File: src/design/ccid_pkg.sv
`timescale 1ns / 1ps

package ccid_pkg;

   localparam int unsigned CellW       = 15;
   localparam int unsigned RelW        = 13;
   localparam int unsigned CellLimit   = 8736;
   localparam int unsigned BarrelFirst = 1152;
   localparam int unsigned BwdFirst    = 7776;
   localparam int unsigned BarrelPhi   = 144;
   localparam int unsigned FwdRings    = 13;
   localparam int unsigned BwdRings    = 10;
   localparam int unsigned EcRings     = FwdRings + BwdRings;
   localparam int unsigned BwdRing0    = 59;
   localparam int unsigned RingIdxW    = $clog2(EcRings);

   typedef enum logic [1:0] {
      REGION_FWD = 2'd0,
      REGION_BAR = 2'd1,
      REGION_BWD = 2'd2
   } region_type;

   typedef logic [9:0] ec_start_type [EcRings];
   typedef logic [3:0] ec_per_type   [EcRings];
   typedef logic [7:0] ec_shape_type [EcRings];

   // Ring start within its endcap, crystals per sector, first shape of the ring.
   localparam ec_start_type EcStart = '{
      10'd0,   10'd48,  10'd96,  10'd160, 10'd224, 10'd288, 10'd384,
      10'd480, 10'd576, 10'd672, 10'd768, 10'd864, 10'd1008,
      10'd0,   10'd144, 10'd288, 10'd384, 10'd480, 10'd576, 10'd672,
      10'd768, 10'd832, 10'd896
   };

   localparam ec_per_type EcPer = '{
      4'd3, 4'd3, 4'd4, 4'd4, 4'd4, 4'd6, 4'd6, 4'd6, 4'd6, 4'd6, 4'd6, 4'd9, 4'd9,
      4'd9, 4'd9, 4'd6, 4'd6, 4'd6, 4'd6, 4'd6, 4'd4, 4'd4, 4'd4
   };

   localparam ec_shape_type EcShape0 = '{
      8'd0,   8'd3,   8'd6,   8'd10,  8'd14,  8'd18,  8'd24,
      8'd30,  8'd36,  8'd42,  8'd48,  8'd54,  8'd63,
      8'd72,  8'd81,  8'd90,  8'd96,  8'd102, 8'd108, 8'd114,
      8'd120, 8'd124, 8'd128
   };

endpackage

File: src/design/crystal_cell_id_decoder.sv
`timescale 1ns / 1ps

// An accepted request is registered through stages 1 to 5; stage 5 drives rsp_valid.
// Throughput: one transaction per cycle; the five stages advance together and
// hold while rsp_valid is high and rsp_ready is low.
// Reset: synchronous, active high; clears every stage valid bit. Payload
// registers are not reset.
module crystal_cell_id_decoder (
   input  logic        clock,
   input  logic        reset,
   input  logic        req_valid,
   output logic        req_ready,
   input  logic [14:0] req_cell_id,
   output logic        rsp_valid,
   input  logic        rsp_ready,
   output logic [6:0]  rsp_theta_ring,
   output logic [7:0]  rsp_phi_number,
   output logic [5:0]  rsp_ring_index,
   output logic [7:0]  rsp_shape_index,
   output logic        rsp_out_of_range
);

   localparam int unsigned RW = ccid_pkg::RelW;
   localparam int unsigned IW = ccid_pkg::RingIdxW;

   logic advance;

   logic v1_ff, v2_ff, v3_ff, v4_ff, v5_ff;

   // stage 1
   logic                   oor1_in, oor1_ff;
   ccid_pkg::region_type   reg1_in, reg1_ff;
   logic [RW-1:0]          rel1_in, rel1_ff;

   // stage 2
   logic                   oor2_ff;
   ccid_pkg::region_type   reg2_ff;
   logic [RW-1:0]          rel2_ff;
   logic [IW-1:0]          idx2_in, idx2_ff;
   logic [5:0]             bring2_in, bring2_ff;
   logic [14:0]            bprod2;

   // stage 3
   logic                   oor3_ff;
   ccid_pkg::region_type   reg3_ff;
   logic [7:0]             loc3_in, loc3_ff;
   logic [3:0]             per3_in, per3_ff;
   logic [7:0]             shp3_in, shp3_ff;
   logic [6:0]             theta3_in, theta3_ff;
   logic [5:0]             bring3_ff;
   logic [RW-1:0]          bmul3;
   logic [9:0]             ecloc3;

   // stage 4
   logic                   oor4_ff;
   ccid_pkg::region_type   reg4_ff;
   logic [7:0]             loc4_ff;
   logic [3:0]             per4_ff;
   logic [7:0]             shp4_ff;
   logic [6:0]             theta4_ff;
   logic [5:0]             bring4_ff;
   logic [5:0]             q4_in, q4_ff;
   logic [15:0]            qprod4;

   // stage 5
   logic [6:0]             theta5_in, theta5_ff;
   logic [7:0]             phi5_in, phi5_ff;
   logic [5:0]             ring5_in, ring5_ff;
   logic [7:0]             shape5_in, shape5_ff;
   logic                   oor5_ff;
   logic [7:0]             qn5;
   logic [3:0]             rem5;

   assign advance   = !v5_ff || rsp_ready;
   assign req_ready = advance;

   // stage 1: range check and region split
   always_comb begin
      logic [13:0] mag;
      mag     = req_cell_id[13:0];
      oor1_in = req_cell_id[14] || (mag >= 14'(ccid_pkg::CellLimit));
      if (mag < 14'(ccid_pkg::BarrelFirst)) begin
         reg1_in = ccid_pkg::REGION_FWD;
         rel1_in = mag[RW-1:0];
      end else if (mag < 14'(ccid_pkg::BwdFirst)) begin
         reg1_in = ccid_pkg::REGION_BAR;
         rel1_in = RW'(mag - 14'(ccid_pkg::BarrelFirst));
      end else begin
         reg1_in = ccid_pkg::REGION_BWD;
         rel1_in = RW'(mag - 14'(ccid_pkg::BwdFirst));
      end
   end

   // stage 2: endcap ring search, barrel ring by reciprocal of 9 on rel / 16
   always_comb begin
      if (reg1_ff == ccid_pkg::REGION_BWD) begin
         idx2_in = IW'(ccid_pkg::FwdRings);
         for (int k = ccid_pkg::FwdRings + 1; k < ccid_pkg::EcRings; k++) begin
            if (rel1_ff >= RW'(ccid_pkg::EcStart[k])) begin
               idx2_in = IW'(k);
            end
         end
      end else begin
         idx2_in = '0;
         for (int k = 1; k < ccid_pkg::FwdRings; k++) begin
            if (rel1_ff >= RW'(ccid_pkg::EcStart[k])) begin
               idx2_in = IW'(k);
            end
         end
      end
      bprod2    = 15'(rel1_ff[RW-1:4]) * 15'd57;
      bring2_in = bprod2[14:9];
   end

   // stage 3: position within ring and ring attributes
   always_comb begin
      bmul3  = (RW'(bring2_ff) << 7) + (RW'(bring2_ff) << 4);
      ecloc3 = rel2_ff[9:0] - ccid_pkg::EcStart[idx2_ff];
      if (reg2_ff == ccid_pkg::REGION_BAR) begin
         loc3_in   = 8'(rel2_ff - bmul3);
         theta3_in = 7'(bring2_ff) + 7'(ccid_pkg::FwdRings);
      end else begin
         loc3_in = ecloc3[7:0];
         if (reg2_ff == ccid_pkg::REGION_BWD) begin
            theta3_in = 7'(idx2_ff) + 7'(ccid_pkg::BwdRing0 - ccid_pkg::FwdRings);
         end else begin
            theta3_in = 7'(idx2_ff);
         end
      end
      per3_in = ccid_pkg::EcPer[idx2_ff];
      shp3_in = ccid_pkg::EcShape0[idx2_ff];
   end

   // stage 4: sector number by reciprocal multiply, or by shift for four per sector
   always_comb begin
      q4_in  = '0;
      qprod4 = '0;
      case (per3_ff)
         4'd3: begin
            qprod4 = 16'(loc3_ff) * 16'd171;
            q4_in  = qprod4[14:9];
         end
         4'd4: begin
            q4_in = loc3_ff[7:2];
         end
         4'd6: begin
            qprod4 = 16'(loc3_ff[7:1]) * 16'd171;
            q4_in  = qprod4[14:9];
         end
         4'd9: begin
            qprod4 = 16'(loc3_ff) * 16'd57;
            q4_in  = qprod4[14:9];
         end
         default: begin
            q4_in = '0;
         end
      endcase
   end

   // stage 5: remainder, shape and output select
   always_comb begin
      case (per4_ff)
         4'd3:    qn5 = (8'(q4_ff) << 1) + 8'(q4_ff);
         4'd4:    qn5 = 8'(q4_ff) << 2;
         4'd6:    qn5 = (8'(q4_ff) << 2) + (8'(q4_ff) << 1);
         4'd9:    qn5 = (8'(q4_ff) << 3) + 8'(q4_ff);
         default: qn5 = '0;
      endcase
      rem5 = 4'(loc4_ff - qn5);
      if (oor4_ff) begin
         theta5_in = '0;
         phi5_in   = '0;
         ring5_in  = '0;
         shape5_in = '0;
      end else if (reg4_ff == ccid_pkg::REGION_BAR) begin
         theta5_in = theta4_ff;
         phi5_in   = loc4_ff;
         ring5_in  = bring4_ff;
         shape5_in = loc4_ff;
      end else begin
         theta5_in = theta4_ff;
         phi5_in   = loc4_ff;
         ring5_in  = q4_ff;
         shape5_in = shp4_ff + 8'(rem5);
      end
   end

   always_ff @(posedge clock) begin
      if (reset) begin
         v1_ff <= 1'b0;
         v2_ff <= 1'b0;
         v3_ff <= 1'b0;
         v4_ff <= 1'b0;
         v5_ff <= 1'b0;
      end else if (advance) begin
         v1_ff <= req_valid;
         v2_ff <= v1_ff;
         v3_ff <= v2_ff;
         v4_ff <= v3_ff;
         v5_ff <= v4_ff;
      end
   end

   always_ff @(posedge clock) begin
      if (advance) begin
         oor1_ff   <= oor1_in;
         reg1_ff   <= reg1_in;
         rel1_ff   <= rel1_in;

         oor2_ff   <= oor1_ff;
         reg2_ff   <= reg1_ff;
         rel2_ff   <= rel1_ff;
         idx2_ff   <= idx2_in;
         bring2_ff <= bring2_in;

         oor3_ff   <= oor2_ff;
         reg3_ff   <= reg2_ff;
         loc3_ff   <= loc3_in;
         per3_ff   <= per3_in;
         shp3_ff   <= shp3_in;
         theta3_ff <= theta3_in;
         bring3_ff <= bring2_ff;

         oor4_ff   <= oor3_ff;
         reg4_ff   <= reg3_ff;
         loc4_ff   <= loc3_ff;
         per4_ff   <= per3_ff;
         shp4_ff   <= shp3_ff;
         theta4_ff <= theta3_ff;
         bring4_ff <= bring3_ff;
         q4_ff     <= q4_in;

         oor5_ff   <= oor4_ff;
         theta5_ff <= theta5_in;
         phi5_ff   <= phi5_in;
         ring5_ff  <= ring5_in;
         shape5_ff <= shape5_in;
      end
   end

   assign rsp_valid        = v5_ff;
   assign rsp_theta_ring   = theta5_ff;
   assign rsp_phi_number   = phi5_ff;
   assign rsp_ring_index   = ring5_ff;
   assign rsp_shape_index  = shape5_ff;
   assign rsp_out_of_range = oor5_ff;

endmodule
File: config.mk
export PLATFORM = sky130hd
export DESIGN_NAME = crystal_cell_id_decoder
export DESIGN_NICKNAME = d
export VERILOG_FILES = /design/src/design/ccid_pkg.sv /design/src/design/crystal_cell_id_decoder.sv
export SDC_FILE = /design/constraint.sdc
export NUM_CORES = 1
export LEC_CHECK = 0
export BUFFER_PORTS_ARGS = -buffer_cell sky130_fd_sc_hd__buf_2
export CORE_UTILIZATION = 56
export CTS_CLUSTER_SIZE = 8
export DETAILED_ROUTE_END_ITERATION = 7
export PLACE_DENSITY = 0.74
export SLEW_MARGIN = 20
export SYNTH_ARGS = -nofsm -noshare
export SYNTH_HDL_FRONTEND = slang
export SYNTH_SLANG_ARGS = --single-unit
File: constraint.sdc
create_clock -name clock -period 21.3 [get_ports clock]
set_input_delay 5.325 -clock clock [delete_from_list [all_inputs] [get_ports clock]]
set_output_delay 5.325 -clock clock [all_outputs]
set_load 0.01 [all_outputs]
# ---- Word-level counts from Yosys, hierarchy flattened
# Memory sizes are Yosys's and may differ from the RTL's. A register that Yosys moved wholly into a read port is not among the register bits.
# Index checks and enable logic that the tools add are counted.
dict set report totals {
  rom_bits 704
  ff_bits 139
  in_bits 19
  mem_count 3
}
# name depth word_bits rd rd_ports_with_merged_regs wr line_no
set memory_table {}
lappend memory_table {{(no name shown)} 32 10 1 0 0 crystal_cell_id_decoder.sv:118} ;# ecloc3 = rel2_ff[9:0] - ccid_pkg::EcStart[idx2_ff];
lappend memory_table {{(no name shown)} 32 8 1 1 0 crystal_cell_id_decoder.sv:131} ;# shp3_in = ccid_pkg::EcShape0[idx2_ff];
lappend memory_table {{(no name shown)} 32 4 1 1 0 crystal_cell_id_decoder.sv:130} ;# per3_in = ccid_pkg::EcPer[idx2_ff];
dict set report classes {
  n_lt_le_gt_ge 19
  bitwise_logic 1
  n_addsub 12
  mul 4
  n_eq_ne 12
  muxes 34
  n_reduce_logical 3
}
# cell count
set ops {}
lappend ops {{$mux 5} 20}
lappend ops {{$ge 13x10->1 const B} 7}
lappend ops {{$ge 13x8->1 const B} 3}
lappend ops {{$ge 13x9->1 const B} 3}
lappend ops {{$mux 8} 4}
lappend ops {{$mux 13} 2}
lappend ops {{$pmux 6 s4} 1}
lappend ops {{$eq 4x3->1 const B} 4}
lappend ops {{$pmux 4 s4} 1}
lappend ops {{$sub 8x8->8} 2}
lappend ops {{$mul 7x8->15 const B} 1}
lappend ops {{$mul 8x8->15 const B} 1}
lappend ops {{$mul 9x6->15 const B} 1}
lappend ops {{$ge 14x14->1 const B} 1}
lappend ops {{$lt 14x11->1 const B} 1}
lappend ops {{$lt 14x13->1 const B} 1}
lappend ops {{$mul 8x6->14 const B} 1}
lappend ops {{$mux 7} 2}
lappend ops {{$ge 13x6->1 const B} 1}
lappend ops {{$ge 13x7->1 const B} 1}
lappend ops {{$sub 13x11->13 const B} 1}
lappend ops {{$sub 13x13->13 const B} 1}
lappend ops {{$add 4x4->4} 3}
lappend ops {{$add 8x4->8} 1}
lappend ops {{other kinds (15)} 21}

# ---- Logic depth before layout (Yosys ltp)
# Gate-level depths: netlist of the first run.
dict set report depth {
  word_depth 14
  mapped_depth 16
  ltp_nobuf 16
}

# ---- Worst setup path before layout of the first run
# OpenSTA, ideal clock, no wires.
dict set report synth_path {
  path_kind {input port to output port}
  from {input rsp_ready}
  to {output req_ready}
  stages 2
  arrival_time_ns 9.642
  setup_slack_ns 6.333
  cell_sequence {nand2b_1 -> clkbuf_1}
}
dict set report synth_between {
  elab_chain_cells 1
}
# element line_no
set synth_rtl {}
lappend synth_rtl {{start, declared} crystal_cell_id_decoder.sv:15} ;# input logic rsp_ready,
lappend synth_rtl {{$logic_or 1x1->1} crystal_cell_id_decoder.sv:74} ;# assign advance = !v5_ff || rsp_ready;
lappend synth_rtl {{end, declared} crystal_cell_id_decoder.sv:12} ;# output logic req_ready,
# Every way passes these cells.

# ---- Worst setup path after layout of the first run
# Ends and elaborated chain as after synthesis.

==> results of run 1 <==
[worst max-delay path, delay by kind of cell]
| kind | cells | cell delay, ps |
|---|---|---|
| simple gates | 1 | 600 |
| buf+inv | 2 | 340 |
[sequential cells by signal, indices dropped and copies added, names as in the netlist, 6 cells and up]
name	flops
bring2_ff	6
bring3_ff	6
bring4_ff	6
loc3_ff	8
loc4_ff	8
q4_ff	6
rel1_ff	13
rel2_ff	8
rsp_phi_number	8
rsp_ring_index	6
rsp_shape_index	8
rsp_theta_ring	7
shp3_ff	8
shp4_ff	8
theta3_ff	7
theta4_ff	7
[area by class of cell]
class,instances,area (sq um)
repair buffers,53,277
clock inverters,14,146
fillers,1497,6910
inverters,94,353
clock buffers,18,429
well taps,260,325
flip-flops and latches,151,4480
multi-input cells,690,5970
[layer usage]
layer	share of wire [%]	GRT usage (%)	wire length (um)
met1	46	27.1	8740
met2	49	33.8	9150
met3	3.7	3.95	704
met4	1.4	6.06	268
met5	0	0	0
[report_power, final]
part | switching, mW | internal [mW]
logic | 0.608 | 0.521
registers | 0.0701 | 0.410
clock network | 0.119 | 0.173
[metrics by stage]
step	util (%)	std cells	setup slack, ps
after floorplan	-	953	6330
after global placement	60.4	1248	9700
after detailed placement	60.4	1248	9680
after CTS	63.4	1280	9680
after global routing	63.4	1280	9590
final	63.4	1280	9690
[synth_stat cells (all sizes together) (5+ instances only)]
cell	instances
ha	169
edfxtp	146
inv	93
nand2	71
a21oi	59
nor2	49
fa	45
xnor2	34
o21ai	32
nor2b	24
nor3	18
xor2	15
clkbuf	14
nand2b	14
nand3	13
a21o	10
mux2i	9
nand4	9
a31oi	8
o211ai	8
and3	7
o21a	7
o21bai	7
a211oi	6
o22ai	6
a22oi	5
dfxtp	5
[worst paths after layout]
kind         slack, ps       start    endpoint
max               9690   rsp_ready   req_ready
min                410  shp3_ff[6]  shp4_ff[6]
max reg2reg      16530  loc3_ff[6]    q4_ff[5]
min reg2reg        410  shp3_ff[6]  shp4_ff[6]
[cell usage in the layout, fill, tap and decap left out, types with 18 or more instances in the layout]
| cell type | netlist | layout |
|---|---|---|
| nand2_1 | 71 | 71 |
| ha_1 | 169 | 169 |
| nor2b_1 | 24 | 24 |
| fa_1 | 45 | 45 |
| nor2_1 | 49 | 49 |
| o21ai_0 | 18 | 18 |
| edfxtp_1 | 146 | 146 |
| a21oi_1 | 57 | 57 |
| buf_2 | 0 | 50 |
| inv_1 | 90 | 90 |
| xnor2_1 | 34 | 34 |
| nor3_1 | 18 | 18 |
[cell families after synthesis]
| group | count (synthesis) | share of synthesized area [%] |
|---|---|---|
| fa+ha+maj | 214 | 27.7 |
| xor+xnor | 49 | 3.95 |
| buf+inv | 112 | 3.90 |
| compound gates | 184 | 11.4 |
| mux | 13 | 1.24 |
| flops | 151 | 41.3 |
| simple gates | 230 | 10.5 |
==> run_results.csv, run 1 <==
group,metric,value,unit
run_status,status,"finished, final reports clean",
grt,antenna_found_initial,0,
critical_path,worstPathCellList,"buf_2, nand2b_4, buf_2",
critical_path,crit_fanout,59,
grt,grt_pass1_wl,31.8,mm
critical_path,worst_path_max_delay_cell,"nand2b_4",
clocking,cts_tree,"done",
clocking,h-tree-depth,4,
cells_and_area,diodes,0,
critical_path,cp-end-kind,"primary output",
critical_path,path_common_cell,"buf_2",
logic_synthesis,yosys_warnings,0,
cells_and_area,nNetsFinal,1240,
critical_path,cp.arrival,6290,ps
floorplanning,die_area,0.0200,sq mm
floorplanning,ioPinCount,51,
timing,whs,410,ps
timing,worst_pin_slew,823,ps
clocking,cts_buffer_depth,2,
grt,track_usage,20.3,%
logic_synthesis,postSynthAreaPerCell,11.4,sq um
route,vias,7106,
logic_synthesis,yosysUniqueCellTypes,73,
timing,hold_viol,0,
logic_synthesis,synth_ff_type,"edfxtp_1",
worst_hold_path,hp-class,"reg -> reg",
clocking,cts_buffers,17,
timing,setup_viol,0,
run,maxCapViolCount,0,
timing,fin_worst_skew,7.06,ps
critical_path,max_stage_delay,600,ps
floorplanning,floorplan.initialDensity,57.5,%
place,dp_hpwl,13.9,mm
timing,post-route-min-period,11610,ps
logic_synthesis,synthesis.nets,1186,
logic_synthesis,yosysSeqAreaShare,41.3,%
grt,grt_pass1_vias,6786,
place,portBuffers,50,
critical_path,worstSetupPathType,"in -> out",
pwr,power_density,159,mW/mm^2
logic_synthesis,synth_top_cell_by_area,"edfxtp_1",
floorplanning,die-height,141,um
logic_synthesis,synth_edf_count,146,
logic_synthesis,async_flop_share,0,%
clocking,path_clk_slew,60,ps
cells_and_area,layout-drive-gt1-share,9.80,%
clocking,cts.repair.resized,0,
critical_path,critPathLaunchType,"input pin",
cells_and_area,area_growth,10.2,%
floorplanning,row_count,50,
pwr,leakage,5.38,nW
pwr,finalPower,1.90,mW
timing,tns,0,ps
place,placed_area,0.0114,sq mm
pwr,irDropWorstVdd,0.000124,V
cells_and_area,fin_area,0.0120,sq mm
clocking,post_cts_buffers,0,
critical_path,rr_worst_depth,16,
timing,drv_slew,0,
clocking,clock_latency,430,ps
grt,grt_start_max_net_pins,96,
worst_hold_path,hold-path-cell-count,0,
route,detail-route-antenna-nets,0,
timing,max_slew_margin,44.4,%
grt,grt_overflow_total,0,
floorplanning,dieWidth,141,um
route,drc,0,
logic_synthesis,syn_inst,953,
route,drt_pre_antenna_iters,7,
route,drt-initial-drc-count,394,
route,routed_via_density,5.55,
route,avgRoutedWirePerCell,14.7,um
floorplanning,coreArea,0.0189,sq mm
logic_synthesis,synthTopCellsByArea,"edfxtp_1 (40%), ha_1 (19%), fa_1 (8.3%)",
clocking,ctsHoldBuffers,0,
place,gp_congestion,0.842,
timing,grt_setup_unrepaired,"no",
timing,fmax,86.1,MHz
clocking,cts-root-buf,"clkbuf_16",
route,wirelength,18.9,mm
logic_synthesis,synth_top_area_share,40.3,%
critical_path,cp.required,15980,ps
timing,min_period_over_period,54.5,%
clocking,cts.sinks,151,
logic_synthesis,synth_area,0.0109,sq mm
logic_synthesis,ys_ff_latch,151,
(Power assumes the default switching activity.)
==> run 2, diff against run 1 <==
clock period = 11.95 ns   (was 21.3 ns; I/O delays follow)
==> run_results.csv, run 2 (synthesis gave the netlist of run 1 again) <==
group,metric,value,unit
clocking,cts-root-buf,"clkbuf_16",
timing,hold_viol,0,
cells_and_area,regMostFlops,"rel1_ff",
pwr,pwr-share-comb,59.4,%
grt,grt_pass1_wl,32.1,mm
grt,track_usage,20.5,%
pwr,p_sw,1.45,mW
floorplanning,floorplan.initialDensity,57.5,%
grt,grt_use_met1,27.1,%
timing,max_slew_margin,43.7,%
cells_and_area,diodes,0,
floorplanning,die-height,141,um
pwr,irDropWorstVdd,0.000238,V
floorplanning,ioPinCount,51,
cells_and_area,final_cell_mix,"ha_1 (169), edfxtp_1 (146), inv_1 (90)",
pwr,swShare,42.3,%
floorplanning,coreArea,0.0189,sq mm
timing,fmax,144,MHz
route,routed_via_density,5.53,
clocking,cts.sinks,151,
timing,drv_slew,0,
clocking,cts_buffer_depth,2,
cells_and_area,nNetsFinal,1240,
floorplanning,row_count,50,
cells_and_area,final_util,63.5,%
critical_path,crit_fanout,59,
clocking,cts.repair.resized,0,
cells_and_area,area_growth,10.4,%
place,gp_congestion,0.908,
route,avgRoutedWirePerCell,14.8,um
timing,fin_worst_skew,8.72,ps
route,drc,0,
run_status,status,"finished, final reports clean",
pwr,p_clk_share,15.6,%
timing,min_period_over_period,58.2,%
clocking,h-tree-depth,4,
cells_and_area,mostFrequentLayoutCell,"ha_1",
clocking,clock_latency,420,ps
floorplanning,dieWidth,141,um
timing,setup_viol,0,
route,drt_pre_antenna_iters,5,
clocking,ctsHoldBuffers,0,
grt,grt_overflow_total,0,
floorplanning,die_area,0.0200,sq mm
pwr,p_seq_share,25.0,%
grt,grt_pass1_vias,6800,
grt,grt-busiest-layer,"met2",
critical_path,cp.required,8960,ps
clocking,cts_tree,"done",
timing,worst_pin_slew,834,ps
grt,antenna_found_initial,0,
place,portBuffers,50,
critical_path,cp-end-kind,"primary output",
grt,grtUsageMet2,33.7,%
timing,grt_setup_unrepaired,"no",
pwr,intPower,1.98,mW
cells_and_area,layout-drive-gt1-share,10.1,%
route,detail-route-antenna-nets,0,
run,maxCapViolCount,0,
critical_path,worstSetupPathType,"in -> out",
place,dp_hpwl,14.0,mm
pwr,leakage,5.38,nW
worst_hold_path,hp-class,"reg -> reg",
critical_path,cp.arrival,3970,ps
cells_and_area,largest_reg_flops,13,
clocking,cts_buffers,17,
route,vias,7073,
clocking,path_clk_slew,60,ps
critical_path,critPathLaunchType,"input pin",
clocking,post_cts_buffers,0,
pwr,power_density,285,mW/mm^2
timing,tns,0,ps
timing,post-route-min-period,6950,ps
grt,grt_start_max_net_pins,96,
route,drt-initial-drc-count,437,
route,wirelength,18.9,mm
grt,met3_usage,3.10,%
-- run 2: changes by cell type in the layout (fill, tap and decap cells not counted) --
cell	before	now
clkbuf_1	1	0
clkinv_1	4	2
clkinv_2	1	2
clkinvlp_4	0	1
inv_6	6	5
inv_8	0	2
-- run 2: worst paths after layout --
| path | startpoint | endpoint | slack [ps] | cells after the start |
|---|---|---|---|---|
| max | rsp_ready | req_ready | 5000 | 3 |
| min | shp3_ff[6] | shp4_ff[6] | 420 | 0 |
| max reg2reg | loc3_ff[6] | q4_ff[3] | 7260 | 16 |
| min reg2reg | shp3_ff[6] | shp4_ff[6] | 420 | 0 |
-- run 2: layer usage --
layer,routed length (um),vias to the layer above
met3,693,31
li1,-,3553
met5,0,-
met4,467,0
met2,8990,192
met1,8790,3297
-- run 2: final cells by class --
type                            count  area (sq um)
Fill cell                        1501          6900
Multi-Input combinational cell    690          5970
Sequential cell                   151          4480
Clock buffer                       17           425
Inverter                           94           353
Tap cell                          260           325
Timing Repair Buffer               53           277
Clock inverter                     15           165
-- run 2: through the flow --
step           hold slack (ps)  cell area (sq um)  instances  total power [mW]  worst slack [ps]
6_report                   415              12000       1280              3.42              5000
5_1_grt                    420              12000       1280              3.80              4910
4_1_cts                    416              12000       1280              3.45              4980
3_5_place_dp               405              11400       1248              2.89              4980
3_3_place_gp               401              11400       1248              2.82              5010
2_1_floorplan              400              10900        953              2.44              1660
-- run 2: power by group through the flow --
stage,Clock (mW),Sequential (mW),Combinational [mW]
CTS,0.546,0.859,2.04
finish,0.535,0.856,2.03
global route,0.566,0.876,2.36
detailed placement,0,0.870,2.02
floorplan,0,0.823,1.61
global placement,0,0.864,1.95
-- run 2: worst max-delay path: stages --
cell      delay [ps]
buf_2             80
nand2b_4         610
buf_2            260
